[src/rtl/core/ps2kb_pkg.sv]
// shared types, codes and lookup tables for the set 1 keyboard decoder
package ps2kb_pkg;

    // scan code framing bytes
    localparam logic [7:0] BYTE_E0      = 8'hE0;
    localparam logic [7:0] BYTE_E1      = 8'hE1;
    localparam logic [7:0] BYTE_PS_MAKE = 8'h2A;
    localparam logic [7:0] BYTE_PS_BRK  = 8'hB7;
    localparam logic [7:0] BYTE_PS_END  = 8'h37;
    localparam logic [7:0] BYTE_PS_REL  = 8'hAA;
    localparam logic [7:0] BYTE_PA_MK1  = 8'h1D;
    localparam logic [7:0] BYTE_PA_MK2  = 8'h45;
    localparam logic [7:0] BYTE_PA_BK1  = 8'h9D;
    localparam logic [7:0] BYTE_PA_BK2  = 8'hC5;

    // special key ids
    localparam logic [7:0] KID_PRTSCR   = 8'hB7;
    localparam logic [7:0] KID_PAUSE    = 8'hC5;
    localparam logic [7:0] KID_LSHIFT   = 8'h2A;
    localparam logic [7:0] KID_RSHIFT   = 8'h36;
    localparam logic [7:0] KID_LCTRL    = 8'h1D;
    localparam logic [7:0] KID_RCTRL    = 8'h9D;
    localparam logic [7:0] KID_LALT     = 8'h38;
    localparam logic [7:0] KID_RALT     = 8'hB8;
    localparam logic [7:0] KID_CAPS     = 8'h3A;
    localparam logic [7:0] KID_NUM      = 8'h45;
    localparam logic [7:0] KID_SCROLL   = 8'h46;
    localparam logic [7:0] KID_KP_MINUS = 8'h4A;
    localparam logic [7:0] KID_KP_PLUS  = 8'h4E;
    localparam logic [7:0] KID_KP_ENTER = 8'h9C;
    localparam logic [7:0] KID_KP_DIV   = 8'hB5;
    localparam logic [7:0] KID_KP_FIVE  = 8'h4C;
    localparam logic [7:0] KID_KP_POINT = 8'h53;
    localparam logic [7:0] KID_KP_FIRST = 8'h47;
    localparam logic [7:0] KID_CHAR_END = 8'h3A;

    // ascii codes used by the keypad and for letter case
    localparam logic [6:0] CH_MINUS = 7'h2D;
    localparam logic [6:0] CH_PLUS  = 7'h2B;
    localparam logic [6:0] CH_LF    = 7'h0A;
    localparam logic [6:0] CH_SLASH = 7'h2F;
    localparam logic [6:0] CH_POINT = 7'h2E;
    localparam logic [6:0] CH_LOW_A = 7'h61;
    localparam logic [6:0] CH_LOW_Z = 7'h7A;
    localparam logic [6:0] CH_CASE  = 7'h20;

    localparam int DATA_W = 8;
    localparam int RES_W  = 24;

    // sequence parser phases
    typedef enum logic [2:0] {
        PH_START   = 3'd0,
        PH_E0      = 3'd1,
        PH_PS_HALF = 3'd2,
        PH_PS_E0   = 3'd3,
        PH_E1      = 3'd4,
        PH_E1_MID  = 3'd5
    } ps2kb_phase_t;

    // one decoded key event from parser to translator
    typedef struct packed {
        logic       valid;
        logic [7:0] id;
        logic       down;
    } ps2kb_event_t;

    // one translated result word
    typedef struct packed {
        logic [7:0] key_id;
        logic       pressed;
        logic       is_char;
        logic [6:0] char_code;
        logic       caps_lock;
        logic       num_lock;
        logic       scroll_lock;
    } ps2kb_result_t;

    // non-extended codes with a key behind them
    function automatic logic plain_known(input logic [6:0] c);
        plain_known = (c >= 7'h01 && c <= 7'h53) || c == 7'h57 || c == 7'h58;
    endfunction

    // extended codes with a key behind them
    function automatic logic ext_known(input logic [6:0] c);
        case (c)
            7'h10, 7'h19, 7'h1C, 7'h1D, 7'h20, 7'h21, 7'h22, 7'h24, 7'h2E,
            7'h30, 7'h32, 7'h35, 7'h38, 7'h47, 7'h48, 7'h49, 7'h4B, 7'h4D,
            7'h4F, 7'h50, 7'h51, 7'h52, 7'h53, 7'h5B, 7'h5C, 7'h5D, 7'h5E,
            7'h5F, 7'h63, 7'h65, 7'h66, 7'h67, 7'h68, 7'h69, 7'h6A, 7'h6B,
            7'h6C, 7'h6D: ext_known = 1'b1;
            default:      ext_known = 1'b0;
        endcase
    endfunction

    // unshifted character for make codes below 0x3a
    function automatic logic [6:0] plain_char(input logic [5:0] c);
        case (c)
            6'h02: plain_char = 7'h31;  6'h03: plain_char = 7'h32;
            6'h04: plain_char = 7'h33;  6'h05: plain_char = 7'h34;
            6'h06: plain_char = 7'h35;  6'h07: plain_char = 7'h36;
            6'h08: plain_char = 7'h37;  6'h09: plain_char = 7'h38;
            6'h0A: plain_char = 7'h39;  6'h0B: plain_char = 7'h30;
            6'h0C: plain_char = 7'h2D;  6'h0D: plain_char = 7'h3D;
            6'h0E: plain_char = 7'h08;  6'h0F: plain_char = 7'h09;
            6'h10: plain_char = 7'h71;  6'h11: plain_char = 7'h77;
            6'h12: plain_char = 7'h65;  6'h13: plain_char = 7'h72;
            6'h14: plain_char = 7'h74;  6'h15: plain_char = 7'h79;
            6'h16: plain_char = 7'h75;  6'h17: plain_char = 7'h69;
            6'h18: plain_char = 7'h6F;  6'h19: plain_char = 7'h70;
            6'h1A: plain_char = 7'h5B;  6'h1B: plain_char = 7'h5D;
            6'h1C: plain_char = 7'h0A;  6'h1E: plain_char = 7'h61;
            6'h1F: plain_char = 7'h73;  6'h20: plain_char = 7'h64;
            6'h21: plain_char = 7'h66;  6'h22: plain_char = 7'h67;
            6'h23: plain_char = 7'h68;  6'h24: plain_char = 7'h6A;
            6'h25: plain_char = 7'h6B;  6'h26: plain_char = 7'h6C;
            6'h27: plain_char = 7'h3B;  6'h28: plain_char = 7'h27;
            6'h29: plain_char = 7'h60;  6'h2B: plain_char = 7'h5C;
            6'h2C: plain_char = 7'h7A;  6'h2D: plain_char = 7'h78;
            6'h2E: plain_char = 7'h63;  6'h2F: plain_char = 7'h76;
            6'h30: plain_char = 7'h62;  6'h31: plain_char = 7'h6E;
            6'h32: plain_char = 7'h6D;  6'h33: plain_char = 7'h2C;
            6'h34: plain_char = 7'h2E;  6'h35: plain_char = 7'h2F;
            6'h37: plain_char = 7'h2A;  6'h39: plain_char = 7'h20;
            default: plain_char = 7'h00;
        endcase
    endfunction

    // shifted character; letters are the upper case of the plain table
    function automatic logic [6:0] shifted_char(input logic [5:0] c);
        logic [6:0] lo;
        lo = plain_char(c);
        case (c)
            6'h02: shifted_char = 7'h21;  6'h03: shifted_char = 7'h40;
            6'h04: shifted_char = 7'h23;  6'h05: shifted_char = 7'h24;
            6'h06: shifted_char = 7'h25;  6'h07: shifted_char = 7'h5E;
            6'h08: shifted_char = 7'h26;  6'h09: shifted_char = 7'h2A;
            6'h0A: shifted_char = 7'h28;  6'h0B: shifted_char = 7'h29;
            6'h0C: shifted_char = 7'h5F;  6'h0D: shifted_char = 7'h2B;
            6'h1A: shifted_char = 7'h7B;  6'h1B: shifted_char = 7'h7D;
            6'h27: shifted_char = 7'h3A;  6'h28: shifted_char = 7'h22;
            6'h29: shifted_char = 7'h7E;  6'h2B: shifted_char = 7'h7C;
            6'h33: shifted_char = 7'h3C;  6'h34: shifted_char = 7'h3E;
            6'h35: shifted_char = 7'h3F;
            default:
            begin
                if (lo >= CH_LOW_A && lo <= CH_LOW_Z)
                    shifted_char = lo ^ CH_CASE;
                else
                    shifted_char = lo;
            end
        endcase
    endfunction

    // keypad digit for ids 0x47..0x52 with num lock on
    function automatic logic [6:0] keypad_digit(input logic [7:0] id);
        case (id)
            8'h47: keypad_digit = 7'h37;  8'h48: keypad_digit = 7'h38;
            8'h49: keypad_digit = 7'h39;  8'h4B: keypad_digit = 7'h34;
            8'h4C: keypad_digit = 7'h35;  8'h4D: keypad_digit = 7'h36;
            8'h4F: keypad_digit = 7'h31;  8'h50: keypad_digit = 7'h32;
            8'h51: keypad_digit = 7'h33;  8'h52: keypad_digit = 7'h30;
            default: keypad_digit = 7'h00;
        endcase
    endfunction

endpackage

[src/rtl/core/ps2_set1_keyboard_to_ascii_unit.sv]
// top level of the scan code set 1 keyboard decoder
//
// Input channel s_*: one scan code set 1 byte per word in s_tdata.
// Output channel m_*: one key event per word. Bytes that only advance a
// prefix, print screen or pause sequence, and unknown codes, give no word.
// The event carries the key id, press or release, the translated ascii
// character (m_tuser high when there is one) and the three lock toggles.
// A byte accepted goes into the input register; its word is then written
// to the result register, which drives m_*. Throughput: one byte per
// cycle while the receiver takes words; parser state, held modifiers and
// lock toggles all update in the single pass between the two registers.
// Reset clears the parse phase, modifiers and lock toggles and empties
// both registers. When the receiver stalls, the result register holds its
// word; the input register still takes one more byte, and s_tready drops
// only when both are full.
module ps2_set1_keyboard_to_ascii_unit
    import ps2kb_pkg::*;
(
    input  logic                clk,
    input  logic                rst_n,
    input  logic                s_tvalid,
    output logic                s_tready,
    input  logic [DATA_W-1:0]   s_tdata,   // [7:0] scan_byte
    output logic                m_tvalid,
    input  logic                m_tready,
    output logic [RES_W-1:0]    m_tdata,   // [7:0] key_id, [8] pressed,
                                           // [15:9] char_code, [16] caps_lock,
                                           // [17] num_lock, [18] scroll_lock
    output logic                m_tuser    // [0] is_char
);

    logic          in_valid_reg;
    logic [7:0]    in_byte_reg;
    logic          out_valid_reg;
    ps2kb_result_t out_reg;
    logic          advance;
    ps2kb_event_t  ev;
    ps2kb_result_t res;

    // input register moves on when the result register has room
    assign advance  = in_valid_reg && (!out_valid_reg || m_tready);
    assign s_tready = !in_valid_reg || advance;

    // input register
    always_ff @(posedge clk or negedge rst_n)
    begin
        if (!rst_n)
            in_valid_reg <= 1'b0;
        else if (s_tready)
            in_valid_reg <= s_tvalid;
    end

    always_ff @(posedge clk)
    begin
        if (s_tready && s_tvalid)
            in_byte_reg <= s_tdata;
    end

    ps2kb_parse u_parse
    (
        .clk       (clk),
        .rst_n     (rst_n),
        .fire      (advance),
        .scan_byte (in_byte_reg),
        .ev        (ev)
    );

    ps2kb_xlate u_xlate
    (
        .clk   (clk),
        .rst_n (rst_n),
        .fire  (advance),
        .ev    (ev),
        .res   (res)
    );

    // result register
    always_ff @(posedge clk or negedge rst_n)
    begin
        if (!rst_n)
            out_valid_reg <= 1'b0;
        else if (advance && ev.valid)
            out_valid_reg <= 1'b1;
        else if (m_tready)
            out_valid_reg <= 1'b0;
    end

    always_ff @(posedge clk)
    begin
        if (advance && ev.valid)
            out_reg <= res;
    end

    // output word packing
    assign m_tvalid = out_valid_reg;
    assign m_tuser  = out_reg.is_char;
    assign m_tdata  = {5'd0, out_reg.scroll_lock, out_reg.num_lock, out_reg.caps_lock,
                       out_reg.char_code, out_reg.pressed, out_reg.key_id};

endmodule

[src/rtl/core/ps2kb_parse.sv]
// scan code sequence parser: prefixes, print screen and pause sequences
module ps2kb_parse
    import ps2kb_pkg::*;
(
    input  logic         clk,
    input  logic         rst_n,
    input  logic         fire,
    input  logic [7:0]   scan_byte,
    output ps2kb_event_t ev
);

    ps2kb_phase_t phase_reg, phase_next;
    logic [7:0]   held_reg, held_next;
    logic [6:0]   code;
    logic         down;

    assign code = scan_byte[6:0];
    assign down = ~scan_byte[7];

    // phase and held byte registers
    always_ff @(posedge clk or negedge rst_n)
    begin
        if (!rst_n)
        begin
            phase_reg <= PH_START;
            held_reg  <= '0;
        end
        else if (fire)
        begin
            phase_reg <= phase_next;
            held_reg  <= held_next;
        end
    end

    // next phase and decoded event
    always_comb
    begin
        phase_next = PH_START;
        held_next  = held_reg;
        ev.valid   = 1'b0;
        ev.id      = {1'b0, code};
        ev.down    = down;
        unique case (phase_reg)
            PH_E0:
            begin
                if (scan_byte == BYTE_PS_MAKE || scan_byte == BYTE_PS_BRK)
                begin
                    phase_next = PH_PS_HALF;
                    held_next  = scan_byte;
                end
                else
                begin
                    ev.valid = ext_known(code);
                    ev.id    = {1'b1, code};
                end
            end
            PH_PS_E0:
            begin
                ev.id = KID_PRTSCR;
                if (held_reg == BYTE_PS_BRK && scan_byte == BYTE_PS_REL)
                begin
                    ev.valid = 1'b1;
                    ev.down  = 1'b0;
                end
                else if (held_reg == BYTE_PS_MAKE && scan_byte == BYTE_PS_END)
                begin
                    ev.valid = 1'b1;
                    ev.down  = 1'b1;
                end
            end
            PH_E1:
            begin
                phase_next = PH_E1_MID;
                held_next  = scan_byte;
            end
            PH_E1_MID:
            begin
                ev.id = KID_PAUSE;
                if (held_reg == BYTE_PA_BK1 && scan_byte == BYTE_PA_BK2)
                begin
                    ev.valid = 1'b1;
                    ev.down  = 1'b0;
                end
                else if (held_reg == BYTE_PA_MK1 && scan_byte == BYTE_PA_MK2)
                begin
                    ev.valid = 1'b1;
                    ev.down  = 1'b1;
                end
            end
            default:
            begin
                // start phase; a broken print screen half also lands here
                if (phase_reg == PH_PS_HALF && scan_byte == BYTE_E0)
                    phase_next = PH_PS_E0;
                else if (scan_byte == BYTE_E0)
                    phase_next = PH_E0;
                else if (scan_byte == BYTE_E1)
                    phase_next = PH_E1;
                else
                    ev.valid = plain_known(code);
            end
        endcase
    end

endmodule

[src/rtl/core/ps2kb_xlate.sv]
// modifier and lock tracking plus ascii translation of key events
module ps2kb_xlate
    import ps2kb_pkg::*;
(
    input  logic          clk,
    input  logic          rst_n,
    input  logic          fire,
    input  ps2kb_event_t  ev,
    output ps2kb_result_t res
);

    logic [1:0] shift_reg, shift_next;
    logic [1:0] ctrl_reg, ctrl_next;
    logic [1:0] alt_reg, alt_next;
    logic [2:0] lock_reg, lock_next;
    logic       control, shift, upper, keypad;
    logic [6:0] lo, hi, ch;
    logic [7:0] kid;

    // modifier and lock registers
    always_ff @(posedge clk or negedge rst_n)
    begin
        if (!rst_n)
        begin
            shift_reg <= '0;
            ctrl_reg  <= '0;
            alt_reg   <= '0;
            lock_reg  <= '0;
        end
        else if (fire && ev.valid)
        begin
            shift_reg <= shift_next;
            ctrl_reg  <= ctrl_next;
            alt_reg   <= alt_next;
            lock_reg  <= lock_next;
        end
    end

    // held flags and lock toggles after this event
    always_comb
    begin
        shift_next = shift_reg;
        ctrl_next  = ctrl_reg;
        alt_next   = alt_reg;
        lock_next  = lock_reg;
        unique case (ev.id)
            KID_LSHIFT: shift_next[0] = ev.down;
            KID_RSHIFT: shift_next[1] = ev.down;
            KID_LCTRL:  ctrl_next[0]  = ev.down;
            KID_RCTRL:  ctrl_next[1]  = ev.down;
            KID_LALT:   alt_next[0]   = ev.down;
            KID_RALT:   alt_next[1]   = ev.down;
            KID_CAPS:   lock_next[0]  = lock_reg[0] ^ ev.down;
            KID_NUM:    lock_next[1]  = lock_reg[1] ^ ev.down;
            KID_SCROLL: lock_next[2]  = lock_reg[2] ^ ev.down;
            default:    ;
        endcase
    end

    // translation, using modifiers from before the event
    assign control = (|ctrl_reg) | (|alt_reg);
    assign shift   = |shift_reg;
    assign upper   = lock_reg[0] ^ shift;
    assign lo      = plain_char(ev.id[5:0]);
    assign hi      = shifted_char(ev.id[5:0]);
    assign keypad  = ev.id >= KID_KP_FIRST && ev.id <= KID_KP_POINT
                     && ev.id != KID_KP_MINUS && ev.id != KID_KP_PLUS;

    always_comb
    begin
        ch  = '0;
        kid = ev.id;
        if (!control)
        begin
            if (ev.id < KID_CHAR_END)
            begin
                if (lo >= CH_LOW_A && lo <= CH_LOW_Z)
                    ch = upper ? hi : lo;
                else
                    ch = shift ? hi : lo;
            end
            else if (ev.id == KID_KP_MINUS)
                ch = CH_MINUS;
            else if (ev.id == KID_KP_PLUS)
                ch = CH_PLUS;
            else if (ev.id == KID_KP_ENTER)
                ch = CH_LF;
            else if (ev.id == KID_KP_DIV)
                ch = CH_SLASH;
        end
        // keypad digits follow num lock as it stands after this event
        if (keypad)
        begin
            ch = '0;
            if (lock_next[1])
            begin
                if (!control)
                    ch = (ev.id == KID_KP_POINT) ? CH_POINT : keypad_digit(ev.id);
            end
            else if (ev.id != KID_KP_FIVE)
                kid = ev.id | 8'h80;
        end
    end

    // result word
    always_comb
    begin
        res.key_id      = kid;
        res.pressed     = ev.down;
        res.is_char     = |ch;
        res.char_code   = ch;
        res.caps_lock   = lock_next[0];
        res.num_lock    = lock_next[1];
        res.scroll_lock = lock_next[2];
    end

endmodule

[config.mk]
export PLATFORM = sky130hd
export DESIGN_NAME = ps2_set1_keyboard_to_ascii_unit
export DESIGN_NICKNAME = d
export VERILOG_FILES = /design/src/rtl/core/ps2kb_pkg.sv /design/src/rtl/core/ps2_set1_keyboard_to_ascii_unit.sv /design/src/rtl/core/ps2kb_parse.sv /design/src/rtl/core/ps2kb_xlate.sv
export SDC_FILE = /design/constraint.sdc
export NUM_CORES = 1
export LEC_CHECK = 0
export BUFFER_PORTS_ARGS = -buffer_cell sky130_fd_sc_hd__buf_2
export CORE_ASPECT_RATIO = 0.5
export CORE_MARGIN = 5
export CORE_UTILIZATION = 55
export DETAILED_ROUTE_END_ITERATION = 8
export PLACE_DENSITY = 0.86
export SLEW_MARGIN = 10
export SYNTH_ARGS = -nofsm -noshare
export SYNTH_HDL_FRONTEND = slang
export SYNTH_HIERARCHICAL = 1
export SYNTH_SLANG_ARGS = --single-unit
[constraint.sdc]
create_clock -name clk -period 4.4 [get_ports clk]
set_input_delay 0.66 -clock clk [delete_from_list [all_inputs] [get_ports clk]]
set_output_delay 0.66 -clock clk [all_outputs]
set_load 0.02 [all_outputs]
==> results of run 1 <==
## layout make-up
| class | count | share of cell area [%] |
|---|---|---|
| well taps | 112 | 2.84 |
| multi-input cells | 395 | 55.4 |
| clock buffers | 5 | 2.54 |
| clock inverters | 3 | 0.863 |
| flip-flops and latches | 50 | 28.2 |
| inverters | 15 | 1.19 |
| repair buffers | 66 | 8.88 |
## cells by family after synthesis
family | share of synthesized area, %
and+or+nand+nor | 25.4
other | 0.0840
muxes | 6.20
adders and majority gates | 3.08
AOI/OAI and AO/OA | 24.3
xor gates and xnor gates | 1.57
buffers and inverters | 8.22
DFF | 31.2
## power by group
part	leakage, nW	internal, mW	switching (mW)
Combinational	1.35	0.596	0.943
Clock	0.0818	0.269	0.176
Sequential	0.544	0.626	0.0779
Total	1.98	1.49	1.20
## how the worst max path moves through the flow
stage	to	slack, ps
after floorplan	m_tuser	290
after global placement	m_tuser	350
after detailed placement	m_tuser	230
after CTS	m_tuser	190
after global routing	m_tuser	20
final	m_tuser	280
## worst max-delay path: stages, from the launching register on
cell and delay [ps]:
dfrtp_1 500, buf_4 200, a21oi_1 40, nor2_1 170
buf_12 170, inv_1 140, ha_1 260, buf_4 180
a221oi_1 330, a2bb2oi_1 310, a211oi_1 110, o211a_1 310
o221ai_2 360, nand2_1 160, o211a_1 250, and4bb_1 260
nand4_1 100
## cell usage after synthesis (6+ instances only)
cell type / instances
nand2b_1: 20
a21oi_1: 33
and2_1: 6
buf_4: 15
inv_1: 12
clkbuf_1: 23
a31oi_1: 6
nand3b_1: 6
nand3_1: 12
mux2_2: 16
nor4b_1: 7
nor2b_1: 9
nand4_1: 8
dfrtp_1: 22
nand2_1: 39
o22ai_1: 6
nor2_1: 49
a211oi_1: 7
nand4b_1: 6
ha_1: 11
edfxtp_1: 28
buf_2: 8
o21ai_0: 18
nor3_1: 16
o211ai_1: 8
## layout by cell type, fill, tap and decap left out, types with 5 or more instances in the layout
master	Yosys	final
a221oi_1	5	5
xor2_1	5	5
nand4b_1	6	6
edfxtp_1	28	28
conb_1	1	5
a21oi_1	33	33
dfrtp_1	22	21
nor3_1	16	16
inv_1	12	11
nor4b_1	7	6
o22ai_1	6	6
ha_1	11	11
a211oi_1	7	7
nor2b_1	9	8
nand3_1	12	12
mux2_2	16	16
clkbuf_16	0	5
nand3b_1	6	6
nor2_1	49	47
o31ai_1	5	5
o211ai_1	8	8
nand4_1	8	8
nand2_1	39	39
a21o_1	5	5
nand2b_1	20	20
buf_2	8	33
and2_1	6	5
buf_4	15	31
a31oi_1	6	6
o21ai_0	18	18
## what timing repair did
action / CTS / global route
resized for setup: 0 / 3
setup endpoints to repair: 0 / 1
setup buffers: 0 / 0
## routing by layer
metal | up-vias | wire, microns
li1 | 1942 | -
met1 | 1881 | 4960
met2 | 254 | 5020
met3 | 38 | 1200
met4 | 0 | 371
met5 | - | 0
==> results_dict.tcl, run 1 <==
set metrics [dict create \
    status "finished, final reports clean" \
    antenna_found_initial 0 \
    largest_reg_flops 19 \
    required_ps 4430 \
    use_met2_pct 37.8 \
    routed-via-count 4115 \
    rsz0062_at_grt "no" \
    viasPerCell 6.37 \
    reg2reg_slack_ps 280 \
    critPathKind "flop to flop" \
    r2r_end "m_tuser" \
    multi_input_area_sq_um 2730 \
    fillers 674 \
    drt_pass1_iterations 7 \
    post-place-ws_ps 226 \
    io_pins 39 \
    worstPathArrival_ps 4150 \
    grt_pass1_vias 3755 \
    route.antenna.remaining_nets 0 \
    cts_buffers 5 \
    cts.sinks 50 \
    num_rows 23 \
    r2r-start "u_parse/phase_reg[1]" \
    final-hold-violation-count 0 \
    powerDensity_nw_per_um2 545 \
    cts_hold_buf 0 \
    end_kind "flop" \
    drt-initial-drc-count 540 \
    r2r_cells 16 \
    startpoint_type "flop" \
    setup_viol 0 \
    clockRootBuffer "clkbuf_16" \
    worst_slew_pin_slew_ps 512 \
    die-area_sq_um 10100 \
    synthArstFlopShare_pct 44.0 \
    hpwl_mm 8.60 \
    timing.final.crit_period_ps 4120 \
    cp-startpoint "u_parse/phase_reg[1]" \
    grt_use_met3_pct 4.92 \
    finalPower_mw 2.69 \
    grt_util_met1_pct 32.8 \
    synth_ff_type "edfxtp_1" \
    grt_util_all_layers_pct 23.9 \
    regArea_sq_um 1390 \
    place_area_sq_um 4760 \
    area_growth_pct 10.5 \
    grt_max_degree 44 \
    ys_seq_area_share_pct 31.2 \
    fin_cells 646 \
    cts_tree "built" \
    drcViolationCount 0 \
    nNetsFinal 556 \
    drv_slew 0 \
    power.static_leakage_nw 1.98 \
    synth_top_area_share_pct 18.8 \
    hold_ws_ps 321 \
    ys_seq_elements 50 \
    die_x_microns 137 \
    drv_cap 0 \
    netlist_area_sq_um 4460 \
    timing.fmax_ghz 0.242 \
    final_area_sq_um 4930 \
    initial_core_util_pct 56.2 \
    fp.dieH_microns 73.7 \
    synth-edff-count 28 \
    path_clk_slew_ps 70 \
    routed_wl_mm 11.5 \
    ys_types 86 \
    hold_path.class "input port to async pin" \
    coreArea_sq_um 7940 \
    antenna_cells 0 \
    max-clock-path-buffers 2 \
    postSynthAreaPerCell_sq_um 8.75 \
    grt_overflow 0 \
    wire_per_inst_microns 17.9 \
    grt.busiest_layer "met2" \
    synth_area_leaders "edfxtp_1, dfrtp_1, nor2_1, mux2_2, a21oi_1" \
    fin_setup_tns_ps 0 \
    maxSlewHeadroom_pct 65.9 \
    crit_path_max_fanout 14 \
    synth_top_area_cell "edfxtp_1" \
    place_inst 638 \
    ir_drop_mv 0.272 \
    gp_congestion 0.971 \
    setup_ws_ps 275 \
    drive_gt1_share_pct 23.0 \
    skew_ps 7.53 \
    post-route-period-util_pct 93.7 \
    h-tree-depth 2 \
    fin_util_pct 62.1 \
    clock_latency_ps 300 \
    synth_cells 510 \
    io_buffers 33 \
    yosysWarnings 6 \
    grt_pass1_wl_mm 19.2 \
]
Power figures use the tool's default switching activity.
==> run 2, diff against run 1 <==
--- a/config.mk
+++ b/config.mk
@@ -6,11 +6,13 @@
 export NUM_CORES = 1
 export LEC_CHECK = 0
 export BUFFER_PORTS_ARGS = -buffer_cell sky130_fd_sc_hd__buf_2
+export CELL_PAD_IN_SITES_DETAIL_PLACEMENT = 0
+export CELL_PAD_IN_SITES_GLOBAL_PLACEMENT = 1
 export CORE_ASPECT_RATIO = 0.5
 export CORE_MARGIN = 5
-export CORE_UTILIZATION = 55
+export CORE_UTILIZATION = 50
 export DETAILED_ROUTE_END_ITERATION = 8
-export PLACE_DENSITY = 0.86
+export PLACE_DENSITY = 0.95
 export SLEW_MARGIN = 10
 export SYNTH_ARGS = -nofsm -noshare
 export SYNTH_HDL_FRONTEND = slang
==> constraint.sdc (replaced) <==
create_clock -name clk -period 4.9 [get_ports clk]
set_input_delay 0.735 -clock clk [delete_from_list [all_inputs] [get_ports clk]]
set_output_delay 0.735 -clock clk [all_outputs]
set_load 0.02 [all_outputs]
==> results_dict.tcl, run 2 (synthesized netlist as in run 1, its figures left out) <==
set metrics [dict create \
    status "finished, final reports clean" \
    die_x_microns 144 \
    die-area_sq_um 11000 \
    grt_pass1_wl_mm 20.2 \
    wl_met1_mm 5.39 \
    startpoint_type "flop" \
    final_cell_mix "nor2_1, nand2_1, buf_2, a21oi_1, edfxtp_1" \
    path_clk_slew_ps 70 \
    h-tree-depth 2 \
    antenna_found_initial 0 \
    required_ps 4930 \
    end_kind "flop" \
    wl_met3_mm 1.17 \
    gp_congestion 0.974 \
    hold_ws_ps 396 \
    cts_buffers 5 \
    cts.sinks 50 \
    critical_path.max_stage_delay_ps 530 \
    post-route-period-util_pct 91.8 \
    setup_viol 0 \
    drive_gt1_share_pct 21.1 \
    initial_core_util_pct 51.2 \
    clock_latency_ps 300 \
    final-hold-violation-count 0 \
    worst_slew_pin_slew_ps 1130 \
    powerDensity_nw_per_um2 489 \
    final_common_cell "nor2_1" \
    max-clock-path-buffers 2 \
    maxSlewHeadroom_pct 24.5 \
    clockRootBuffer "clkbuf_16" \
    met2_length_mm 5.35 \
    antenna_cells 0 \
    cp_slowest_cell "dfrtp_1" \
    fillers 789 \
    grt_max_degree 23 \
    hold_path.class "input port to async pin" \
    io_pins 39 \
    worstPathArrival_ps 4530 \
    skew_ps 5.41 \
    coreArea_sq_um 8710 \
    num_rows 24 \
    timing.fmax_ghz 0.222 \
    grt_pass1_vias 3929 \
    io_buffers 33 \
    fin_setup_tns_ps 0 \
    cts_tree "built" \
    area_growth_pct 7.71 \
    drv_slew 0 \
    crit_chain "inv_1 -> nor2_1 -> o21ai_0 -> nand2_1 -> inv_1 -> ha_1 -> mux2_2 -> o22ai_1 -> a221oi_4 -> a211oi_1 -> o211a_1 -> o221ai_2 -> nand2_1 -> o211a_1 -> and4bb_1 -> nand4_1" \
    reg2reg_slack_ps 400 \
    routed-via-count 4123 \
    route.antenna.remaining_nets 0 \
    timing.final.crit_period_ps 4500 \
    power.static_leakage_nw 1.90 \
    largest_reg_flops 19 \
    fin_util_pct 55.2 \
    rsz0062_at_grt "no" \
    drv_cap 0 \
    drcViolationCount 0 \
    viasPerCell 6.46 \
    ir_drop_mv 0.226 \
    hpwl_mm 9.03 \
    drt_pass1_iterations 7 \
    routed_wl_mm 12.2 \
    top_layer_used "met4" \
    drt-initial-drc-count 595 \
    critPathKind "flop to flop" \
    grt_overflow 0 \
    nNetsFinal 543 \
    fp.dieH_microns 76.8 \
    cts_setup_buffers 0 \
    crit_path_max_fanout 12 \
    grt_util_all_layers_pct 22.6 \
    wire_per_inst_microns 19.1 \
]
[run 2: cell types whose count changed in the layout (fill, tap and decap cells not counted)]
cell	before	now
buf_4	31	20
buf_12	2	0
a221oi_2	0	1
dfrtp_1	21	22
bufinv_16	1	0
inv_1	11	12
clkinv_1	1	0
inv_8	0	1
clkinv_4	0	1
inv_2	3	2
a221oi_1	5	4
dfrtp_2	1	0
[run 2: what timing repair did]
| item | 4_1_cts | 5_1_grt |
|---|---|---|
| resized for setup | 0 | 2 |
| hold buffers | 0 | 0 |
| endpoints found under the setup margin | 0 | 1 |
| endpoints found under the hold margin | 0 | 0 |
[run 2: worst max-delay path, delay by kind of cell, from the launching register on]
family                   cells  cell delay, ps
AO/OA/AOI/OAI                7            1720
AND/OR/NAND/NOR              5            1050
flip-flops                   1             530
adder cells (fa/ha/maj)      1             420
buffers and inverters        2             350
multiplexers                 1             170
[run 2: routing by layer]
metal	GRT usage [%]	vias up
met1	30.9	1932
met2	34.7	243
met4	5.45	0
li1	-	1915
met5	0	-
met3	7.40	33
[run 2: cell type report]
| class | instances | area [sq um] | share of cell area (%) |
|---|---|---|---|
| multi-input combinational | 395 | 2740 | 57.0 |
| sequential | 50 | 1390 | 29.0 |
| timing repair buffer | 53 | 315 | 6.56 |
| tap | 117 | 146 | 3.05 |
| clock buffer | 5 | 125 | 2.60 |
| inverter | 15 | 58.8 | 1.22 |
| clock inverter | 3 | 28.8 | 0.599 |
[run 2: worst paths after layout]
path | from | to | cells after the start
min in group clk | u_xlate/lock_reg[2] | u_xlate/lock_reg[2] | 1
worst max register to register | u_parse/phase_reg[2] | m_tuser | 16
worst min register to register | u_xlate/lock_reg[2] | u_xlate/lock_reg[2] | 1
max in group asynchronous | rst_n | u_parse/phase_reg[2] | 1
worst max-delay path | u_parse/phase_reg[2] | m_tuser | 16
worst min-delay path | rst_n | u_parse/held_reg[2] | 1
[run 2: report_power, final]
| group | total, mW | switching (mW) | internal (mW) | leakage, nW |
|---|---|---|---|---|
| sequential | 0.647 | 0.0849 | 0.562 | 0.545 |
| combinational | 1.33 | 0.842 | 0.491 | 1.28 |
| clock | 0.369 | 0.173 | 0.196 | 0.0763 |
[run 2: per-stage QoR]
step / total power [mW] / setup WS, ps / std cells / instance area, sq um
after floorplan: 1.65 / 793 / 514 / 4480
after global placement: 1.94 / 600 / 630 / 4640
after detailed placement: 1.95 / 481 / 630 / 4640
after CTS: 2.32 / 474 / 638 / 4800
after global routing: 2.51 / 29.0 / 638 / 4810
final: 2.35 / 401 / 638 / 4810
